`src/rtl/core/fgnp_perm_mem.sv`:
```
// 256 x 8 permutation memory, one write and one read per cycle
// registered read data; no package dependency
module fgnp_perm_mem #(
   parameter int unsigned Entries = 256
) (
   input  logic                       clock,
   input  logic                       wr_en,
   input  logic [$clog2(Entries)-1:0] wr_addr,
   input  logic [7:0]                 wr_data,
   input  logic [$clog2(Entries)-1:0] rd_addr,
   output logic [7:0]                 rd_data
);
   logic [7:0] mem_ff [Entries];
   logic [7:0] rd_ff;

   always_ff @(posedge clock) begin
      if (wr_en) begin
         mem_ff[wr_addr] <= wr_data;
      end
      rd_ff <= mem_ff[rd_addr];
   end
   assign rd_data = rd_ff;
endmodule

```
`config.mk`:
```
export PLATFORM = sky130hd
export DESIGN_NAME = fgnp_perm_mem
export DESIGN_NICKNAME = d
export VERILOG_FILES = /design/src/rtl/core/fgnp_perm_mem.sv
export SDC_FILE = /design/constraint.sdc
export NUM_CORES = 2
export LEC_CHECK = 0
export BUFFER_PORTS_ARGS = -buffer_cell sky130_fd_sc_hd__buf_2
export CORE_AREA = 10 10 376 378
export CTS_CLUSTER_DIAMETER = 200
export DETAILED_ROUTE_END_ITERATION = 8
export DIE_AREA = 0 0 386 388
export PLACE_DENSITY = 0.85
export SKIP_CTS_REPAIR_TIMING = 1
export SLEW_MARGIN = 0
export SYNTH_ARGS = -nofsm -noshare
export SYNTH_HDL_FRONTEND = slang
export SYNTH_SLANG_ARGS = --single-unit
```
`constraint.sdc`:
```
create_clock -name clock -period 5.7 [get_ports clock]
set_clock_uncertainty 0.2 [all_clocks]
set_input_delay 1.14 -clock clock [delete_from_list [all_inputs] [get_ports clock]]
set_output_delay 1.14 -clock clock [all_outputs]
set_load 0.05 [all_outputs]
```
---- Word level (Yosys, flattened, before mapping) ----
Memory sizes are Yosys's and may differ from the RTL's. A register that Yosys moved wholly into a read port is not among the register bits.
Cells that the tools add are included.
storage, ports and cells
  flip-flop bits (word level) ............. 0
  RAM bits ................................ 2048
  bits of input ports ..................... 26
  output and inout port bits .............. 8
  logic and storage cells ................. 3
  memories ................................ 1
memory list
  name    words  width  rd ports  clocked after memory_dff  wr ports  RTL line  source
  mem_ff  256    8      1         1                         1         13        logic [7:0] mem_ff [Entries];
cells by class
  muxes and demuxes ....................... 2
operators by type and width
  kind    count
  $mux 1  2

---- Longest topological paths before layout ----
  depth in word-level cells ............... 2
  mapped depth ............................ 11

---- Worst setup path before layout ----
No wires, ideal clock.
  kind .................................... input-to-reg
  start point ............................. in rd_addr[0]
  end point ............................... reg rd_ff[2], in the netlist rd_data[2], read port of mem_ff
  setup time .............................. 131 ps
  arrival ................................. 2947 ps
  path slack .............................. 2422 ps
  stages .................................. 9
  buffers on the path ..................... 4
  cells stage by stage .................... buf_6 > buf_12 > buf_8 > buf_2 > mux4_2 > a22oi_1 > a21oi_1 > nor4_1 > nor4_2
RTL lines
  element             RTL line  source
  start: declaration  10        input logic [$clog2(Entries)-1:0] rd_addr,
  end: declaration    14        logic [7:0] rd_ff;

==> results.py <==
metrics = {
    "timing": {
        "finalCritPeriodShare_pct": 80.02,
        "final.setup.worst_slack_ns": 1.139,
        "fin_setup_tns_ns": 0,
        "timing.fmax_ghz": 0.2193,
        "timing.hold.ws_ns": 0.8326,
        "fin_crit_ns": 4.561,
        "rsz0062_at_grt": "false",
        "drv_slew": 0,
        "slew_headroom_pct": 5.334,
        "worst_slew_pin_slew_ns": 1.407,
        "setup_viol": 0,
        "finalHoldViolCount": 0,
    },
    "clock_network": {
        "htree_levels": 4,
        "root_buffer": "clkbuf_16",
        "cts_tree": "done",
        "clk_latency_ns": 0.86,
        "clk_pin_slew_ns": 0.06,
        "clk_path_buf_depth": 3,
        "cts_made_buffers": 184,
        "cts_sinks": 2056,
    },
    "logic_synthesis": {
        "ys_seq_elements": 2056,
        "yosysSeqAreaShare_pct": 77.50,
        "ys_top_cells_by_area": "edfxtp_1 77%, mux4_2 13%, mux2i_1 1.7%, nor2_1 1.3%, a22oi_1 1.3%",
        "synthesis.nets": 3759,
        "syn-mean-instance-area_um2": 21.31,
        "synth_edf_count": 2048,
        "netlist_instances": 3733,
        "synth_top_area_cell": "edfxtp_1",
        "ys.flop_type": "edfxtp_1",
        "yosys_warnings": 0,
        "netlist.area_leader.share_pct": 77.30,
        "async_flop_share_pct": 0,
        "syn_area_um2": 79560,
        "ys_types": 55,
    },
    "floorplanning": {
        "die_w_um": 386,
        "core_area_um2": 133300,
        "io_pins": 34,
        "fp.dieH_um": 388,
        "die_area_um2": 149800,
        "initial_core_util_pct": 59.69,
        "rows": 134,
    },
    "power": {
        "powerDensity_nw_per_um2": 347.7,
        "ir_worst_vdd_uv": 387.8,
        "finalPower_mw": 30.40,
        "clock_power_share_pct": 39.8,
        "p_seq_share_pct": 54.9,
        "p_sw_share_pct": 22.04,
        "leakagePower_nw": 26.85,
        "internal_power_mw": 23.70,
        "pwr-share-comb_pct": 5.3,
        "p_sw_mw": 6.702,
    },
    "setup_path": {
        "r2r_end": "rd_data[0]",
        "crit_top_cell": "buf_4",
        "crit_chain": "buf_8 > buf_4 > buf_4 > mux4_2 > a22oi_1 > a21oi_1 > nor4_1 > buf_4 > nor4_2",
        "regToRegSetupSlack_ns": 2.32,
        "required_ns": 6.20,
        "start_kind": "primary input",
        "cp_max_fo": 73,
        "worstRegToRegCells": 6,
        "max_stage_delay_ns": 1.18,
        "critPathArrivalTime_ns": 5.06,
        "path_class": "primary input to flip-flop",
        "crit-reg2reg-launch": "mem_ff[27][0]",
        "end_kind": "flip-flop",
        "slowest_stage": "nor4_1",
    },
    "run_status": {
        "status": "finished, violations left",
        "violations": "design-rule violations",
    },
    "placed_design": {
        "post_dp_cell_area_um2": 81690,
        "pre_cts_ws_ns": 0.4947,
        "placed_cells": 5415,
        "place_congestion": 0.8982,
        "dpl.hpwl_um": 117900,
        "portBuffers": 33,
    },
    "drt": {
        "viasPerCell": 7.352,
        "first_pass_iters": 9,
        "postRouteAntennaNets": 0,
        "vias": 42340,
        "wirelength_um": 216300,
        "drtIter0Drc": 8069,
        "wire_per_inst_um": 37.56,
        "remaining_drc_errors": 16,
    },
    "layout": {
        "instances_no_fill": 5759,
        "final_cell_mix": "2048 x edfxtp_1, 454 x mux4_2, 279 x nor2_1",
        "syn_to_final_growth_pct": 9.889,
        "drive_above_1_share_pct": 21.62,
        "stdcell_area_um2": 87420,
        "layout_commonest_cell": "edfxtp_1",
        "nets": 3860,
        "fin_util_pct": 65.59,
    },
    "flow_run": {
        "maxCapViolCount": 0,
    },
    "global_routing": {
        "antenna_found_initial": 12,
        "grt_pass1_vias": 42110,
        "grt_pass1_wl_um": 311500,
        "overflow": 0,
        "grt_max_degree": 166,
        "gr-usage-all-layers_pct": 28.92,
    },
    "worst_hold_path": {
        "worstHoldEndpoint": "mem_ff[129][1]",
        "hold_path_depth": 1,
        "min_path_type": "primary input to flip-flop",
        "min_from": "wr_data[1]",
    },
}
synthesized netlist by cell type, drive strengths merged (4+ instances only):
cell type  number
mux2i         134
a2111oi         5
nand2b          8
mux4          456
o32ai           5
a211oi         16
o22a            5
o221ai         47
a21oi          96
buf           122
nand3          34
nor2          282
nand2          33
o22ai          28
clkbuf        111
or2             4
nand4          10
o211ai         10
edfxtp       2048
dfxtp           8
a22oi         133
a22o            8
o21ai          12
nor3           22
nor2b          31
nor4           27
and2            6
a221oi         14
per-layer routing:
layer  vias up  global-route usage (%)  wire, um
met4        14                   14.99     14570
met3       930                   9.202     32540
li1      15870                       -         -
met5         -                  0.2923       144
met2      4312                   44.52    102000
met1     21220                   36.98     67060
registers in the layout (all words and copies together), names as in the netlist:
signal   cells
rd_data      8
mem_ff    2048
worst max-delay path by stage:
stage,from,endpoint,cells after the start
floorplan,rd_addr[0],rd_data[2],9
global placement,rd_addr[1],rd_data[0],9
detailed placement,rd_addr[1],rd_data[0],9
CTS,rd_addr[1],rd_data[0],9
global route,rd_addr[0],rd_data[0],11
finish,rd_addr[1],rd_data[0],9
layout make-up:
class                           count  area (um2)
Fill cell                        7627       45870
Inverter                            2       7.507
Timing Repair Buffer              148        1344
Antenna cell                        8       20.02
Sequential cell                  2056       61660
Clock buffer                      235        4838
Tap cell                         1768        2212
Clock inverter                    100       869.6
Multi-Input combinational cell   1442       16470
critical path: cells and delay by family:
family | cells | cell delay [ns]
muxes | 1 | 0.36
AOI/OAI and AO/OA | 2 | 0.48
buffers and inverters | 4 | 1.62
and+or+nand+nor | 2 | 1.23
power groups by stage:
stage / clock, mW / combinational, mW / sequential [mW]
2_1_floorplan: 0 / 0.810 / 17.0
3_3_place_gp: 0 / 1.45 / 17.0
3_5_place_dp: 0 / 1.49 / 17.0
4_1_cts: 12.1 / 1.54 / 16.7
5_1_grt: 12.6 / 1.63 / 16.7
6_report: 12.1 / 1.60 / 16.7
kinds of logic (layout without fill, tap and decap cells):
group           Yosys count  count (layout)  share of synthesized area [%]
flops                  2056            2056                          77.50
buf+inv                 235             485                          1.831
other cells               0               8                              0
simple gates            466             466                          2.628
compound gates          385             385                          3.419
mux                     591             591                          14.62
Power figures use the tool's default switching activity.
