--- src/rtl/core/fgnp_fade.sv ---
// quintic fade of a Q0.24 fraction, registered over four stages
// no package dependency
module fgnp_fade (
   input  logic        clock,
   input  logic [23:0] frac,
   output logic [24:0] fade
);
   logic [23:0] t_ff, t_in;
   logic [23:0] t1_ff;
   logic [23:0] t2_ff;
   logic [47:0] sq;
   logic [23:0] t3_ff;
   logic [47:0] cube;
   logic [28:0] poly_ff;
   logic [28:0] poly_in;
   logic [52:0] prod;
   logic [24:0] fade_ff;

   assign t_in = frac;
   assign sq   = 48'(t_ff) * 48'(t_ff);
   assign cube = 48'(t2_ff) * 48'(t1_ff);
   // 6*t2 - 15*t + 10, never negative
   assign poly_in = 29'(6) * 29'(t2_ff) + (29'd10 << 24) - 29'(15) * 29'(t1_ff);
   assign prod = 53'(t3_ff) * 53'(poly_ff);

   always_ff @(posedge clock) begin
      t_ff    <= t_in;
      t1_ff   <= t_ff;
      t2_ff   <= sq[47:24];
      t3_ff   <= cube[47:24];
      poly_ff <= poly_in;
      fade_ff <= prod[48:24];
   end
   assign fade = fade_ff;
endmodule

--- config.mk ---
export PLATFORM = sky130hd
export DESIGN_NAME = fgnp_fade
export DESIGN_NICKNAME = d
export VERILOG_FILES = /design/src/rtl/core/fgnp_fade.sv
export SDC_FILE = /design/constraint.sdc
export NUM_CORES = 2
export LEC_CHECK = 0
export BUFFER_PORTS_ARGS = -buffer_cell sky130_fd_sc_hd__buf_4
export CORE_ASPECT_RATIO = 2
export CORE_MARGIN = 2
export CORE_UTILIZATION = 50
export CTS_BUF_LIST = sky130_fd_sc_hd__clkbuf_4 sky130_fd_sc_hd__clkbuf_8 sky130_fd_sc_hd__clkbuf_16
export DETAILED_ROUTE_END_ITERATION = 10
export GPL_TIMING_DRIVEN = 0
export MAX_ROUTING_LAYER = met4
export PLACE_DENSITY = 0.74
export REMOVE_ABC_BUFFERS = 1
export SYNTH_ARGS = -nofsm -noshare
export SYNTH_HDL_FRONTEND = slang
export SYNTH_SLANG_ARGS = --single-unit
export TNS_END_PERCENT = 10
--- constraint.sdc ---
create_clock -name clock -period 17.4 [get_ports clock]
set_input_delay 0.87 -clock clock [delete_from_list [all_inputs] [get_ports clock]]
set_output_delay 0.87 -clock clock [all_outputs]
set_load 0.05 [all_outputs]
; After elaboration in Yosys (flattened, before gate mapping)
; Index checks and enable logic that the tools add are counted.
[op_classes]
n_addsub = 2
multipliers = 5
[ops]
columns = cell, count
row1 = multiplier 24 x 24 -> 48 bit, 2
row2 = multiplier 24 x 29 -> 49 bit, 1
row3 = adder 27 x 28 -> 29 bit (second input constant), 1
row4 = subtractor 29 x 28 -> 29 bit, 1
row5 = multiplier 4 x 24 -> 28 bit (first input constant), 1
row6 = multiplier 2 x 24 -> 26 bit (first input constant), 1
[word_totals]
ff_bits = 150
input_bits = 25
wordCells = 13

; Depth between registers and ports, before layout
[depth]
word_depth = 3
depth_mapped = 28

; Least setup slack after synthesis
; No wires, ideal clock.
[synth_path]
kind = reg2reg
start = register t_ff[17]
end = register t2_ff[13]
setup_time_ns = 0.072
arrival_ns = 7.097
required_ns = 17.328
setup_slack_ns = 10.231
stages_incl_launch_ff = 27
n_path_buf = 2
period_less_slack_ns = 7.169
cell_sequence = dfxtp_1 > clkbuf_1 > clkbuf_1 > nand2_1 > fa_1 > inv_1 > fa_1 > inv_1 > fa_1 > fa_1 > inv_1 > fa_1 > fa_1 > inv_1 > fa_1 > inv_1 > ha_1 > a211oi_2 > nand2_1 > or4_4 > or3_4 > and2_4 > o211a_1 > o21a_1 > o21a_1 > nor2_2 > xnor2_1
[synth_between]
elab_chain_len = 1
[synth_lines]
columns = element, line_no
row1 = from (decl), 8  ; logic [23:0] t_ff, t_in;
row2 = from (signal assigned), 27  ; t_ff <= t_in;
row3 = multiplier 24 x 24 -> 48 bit, 20  ; assign sq = 48'(t_ff) * 48'(t_ff);
row4 = named net sq[37], 11  ; logic [47:0] sq;
row5 = to (signal assigned), 29  ; t2_ff <= sq[47:24];
row6 = to (decl), 10  ; logic [23:0] t2_ff;
; The timed path passes the listed nets, and every way through them passes these cells.

; Worst setup path in the final report
[layout_path]
start = register t2_ff[22]
end = register t3_ff[8]
[layout_between]
elab_chain_len = 1
[layout_lines]
columns = element, line_no
row1 = multiplier 24 x 24 -> 48 bit, 21  ; assign cube = 48'(t2_ff) * 48'(t1_ff);
row2 = named net cube[32], 13  ; logic [47:0] cube;
row3 = to (signal assigned), 30  ; t3_ff <= cube[47:24];
row4 = to (decl), 12  ; logic [23:0] t3_ff;
; The timed path passes the listed nets, and every way through them passes these cells.

==> reports/results.ini <==
[run_status]
outcome = finished, violations left
violations = capacitance limit, slew limit

[yosys]
syn_avg_cell_area_sq_um = 9.22
syn_area_sq_um = 62000
synth_top_area_share_pct = 50.4
synthFlopType = dfxtp_1
synth.area.top_cells = fa_1 (50%), ha_1 (12%), inv_1 (11%), and2_1 (7.4%), nand2_1 (5.0%)
synth_top_area_cell = fa_1
ys_seq_area_share_pct = 4.85
yosys_warnings = 0
async_flop_share_pct = 0
ys_ff_latch = 150
synth-edff-count = 0
synthCells = 6720
synth_cell_type_count = 78

[setup_path]
cpLargestDelayFamily = adder cells
cp_cell_sequence = inv_1, nor2_1, fa_1, fa_1, inv_1, fa_1, fa_1, inv_1, fa_1, fa_1, inv_1, fa_1, inv_1, ha_1, o21ai_0, nand2b_1, a31o_2, a221oi_1, o21ai_0, nand4_1, nand4b_1, a21oi_1, xnor2_1
crit_cells = 23
cp.buffers_inverters = 5
cp-start-kind = flip-flop
cp_max_fo = 17
critPathMaxStageDelay_ns = 1.11
required_ns = 17.83
cp-end-kind = flip-flop
rr_endpoint = t3_ff[8]
crit_path_frequent_cell = fa_1
ff2ff_setup_slack_ns = 8.68
slowest_stage = dfxtp_1
crit_end = t3_ff[8]
timing.rr.start = t2_ff[22]
reg2reg_depth = 23
critPathKind = flip-flop to flip-flop
cp.arrival_ns = 9.15
critical_path.startpoint = t2_ff[22]

[clocking]
clk_path_buf_depth = 2
cts_tree = built
cts_buffers = 17
holdBufCountCts = 0
post-cts-setup-buffers = 0
h-tree-depth = 4
clk_latency_ns = 0.53
clkSinkCount = 150
cts_resized = 0
clk_pin_slew_ns = 0.07
cts_root_buf = clkbuf_16

[worst_hold_path]
holdPathStages = 1
worstHoldPathType = input pin to flip-flop

[grt]
grt-ovfl-total = 0
antenna_found_initial = 2
grt_pass1_wl_um = 267000
grt_start_max_net_pins = 30
grt.total_usage_pct = 28.4
grt_pass1_vias = 51956

[die]
ios = 50
start_util_pct = 50.4
fp.dieH_um = 502
die_w_um = 253
core_area_sq_um = 123000
rows = 182
dieArea_sq_um = 127000

[final_layout]
drive_above_1_share_pct = 2.41
nNetsFinal = 8678
area_growth_syn_to_layout_pct = 3.26
antenna_cells = 0
instances_no_fill = 8092

[placement]
dp_hpwl_um = 128000
gp_congestion = 0.953
place_inst = 8060
io_buffer_count = 49

[sta]
max_slew.worst_pin.slew_ns = 1.56
fin_setup_tns_ns = 0
period_needed_ns = 8.72
relSlewSlack_pct = -4.45
grt_setup_unrepaired = false
timing.final.crit_share_pct = 50.1
hold_violations = 0
finalSetupViolCount = 0
max_freq_ghz = 0.115
skew_ns = 0.0268
maxSlewViolCount = 247

[drt]
first_pass_iters = 7
via_per_inst = 5.48
wl_per_cell_um = 20.3
drc = 0
num_vias = 44337
routed_wl_um = 164000
ant_nets = 0
drt_iter0_drc = 2313

[job]
drv_cap = 9

-- worst min-delay path by stage --
| stage | start | to | slack (ns) |
|---|---|---|---|
| 3_5_place_dp | t_ff[1] | t1_ff[1] | 0.90 |
| 4_1_cts | frac[2] | t_ff[2] | 0.42 |
| 3_3_place_gp | t_ff[1] | t1_ff[1] | 0.91 |
| 5_1_grt | frac[6] | t_ff[6] | 0.43 |
| 2_1_floorplan | t_ff[18] | t1_ff[18] | 0.53 |
| 6_report | frac[9] | t_ff[9] | 0.45 |
-- cell usage after synthesis (6+ instances only) --
master       n
fa_1      1559
nor2_1      95
o211ai_1     8
nor2b_1     21
and2_1     737
ha_1       579
xnor2_1     96
a211oi_1     8
and3_1      13
o21ai_0     55
nor3_1      18
clkbuf_1   264
dfxtp_1    150
o21bai_1    16
nand2_1    827
a21o_1      48
o31ai_1      6
nand2b_1    10
o21a_1      20
nand3_1     24
a21oi_1    114
buf_1       11
xor2_1      38
o21ai_1     11
nand4_1     11
inv_1     1876
-- sequential cells by signal, summed over array words and instances, names as in the netlist --
register,flops
t1_ff,24
poly_ff,29
t_ff,24
fade,25
t3_ff,24
t2_ff,24
-- routing by layer --
layer / part of all wire, % / GRT usage [%]
met5: 0 / -
met4: 10 / 22.5
met3: 5.4 / 3.86
met2: 54 / 51.4
met1: 31 / 26.7
-- logic make-up (layout without fill, tap and decap cells) --
logic type      count (synthesis)  in the layout  synth area share, %
mux                             3              3               0.0525
fa+ha+maj                    2138           2138                 62.0
compound gates                354            354                 3.79
simple gates                 1789           1789                 14.3
buf+inv                      2152           1960                 13.0
flops                         150            150                 4.85
xor+xnor                      134            134                 1.89
-- cells in the final DEF (no fill, tap or decap), drive strengths merged, types with 13 or more instances in the layout --
| cell | synthesis | routed |
|---|---|---|
| a21o | 49 | 49 |
| a21oi | 116 | 116 |
| and2 | 738 | 738 |
| and3 | 13 | 13 |
| buf | 11 | 51 |
| clkbuf | 264 | 17 |
| dfxtp | 150 | 150 |
| fa | 1559 | 1559 |
| ha | 579 | 579 |
| inv | 1877 | 1885 |
| nand2 | 827 | 827 |
| nand3 | 24 | 24 |
| nor2 | 97 | 97 |
| nor2b | 21 | 21 |
| nor3 | 19 | 19 |
| o21a | 20 | 20 |
| o21ai | 67 | 67 |
| o21bai | 17 | 17 |
| xnor2 | 96 | 96 |
| xor2 | 38 | 38 |
-- final cells by class --
type,count,area (sq um)
clock buffers,17,425
inverters,1877,7050
well taps,1564,1960
flip-flops and latches,150,3060
multi-input cells,4418,50900
repair buffers,51,403
clock inverters,15,205
fillers,11046,59000
-- stage by stage --
step                setup WS, ns  instance area (sq um)  util (%)  hold slack, ns
floorplan                  10.42                  60900         -           0.529
global placement            7.93                  63300      51.5           0.905
detailed placement          8.86                  63300      51.5           0.901
CTS                         8.84                  64000      52.0           0.421
global route                8.44                  64000      52.0           0.426
finish                      8.68                  64000      52.0           0.448
Power is left out: the tool's default activity adds up to more than one toggle a clock period on the data nets, which glitch-free logic cannot reach.
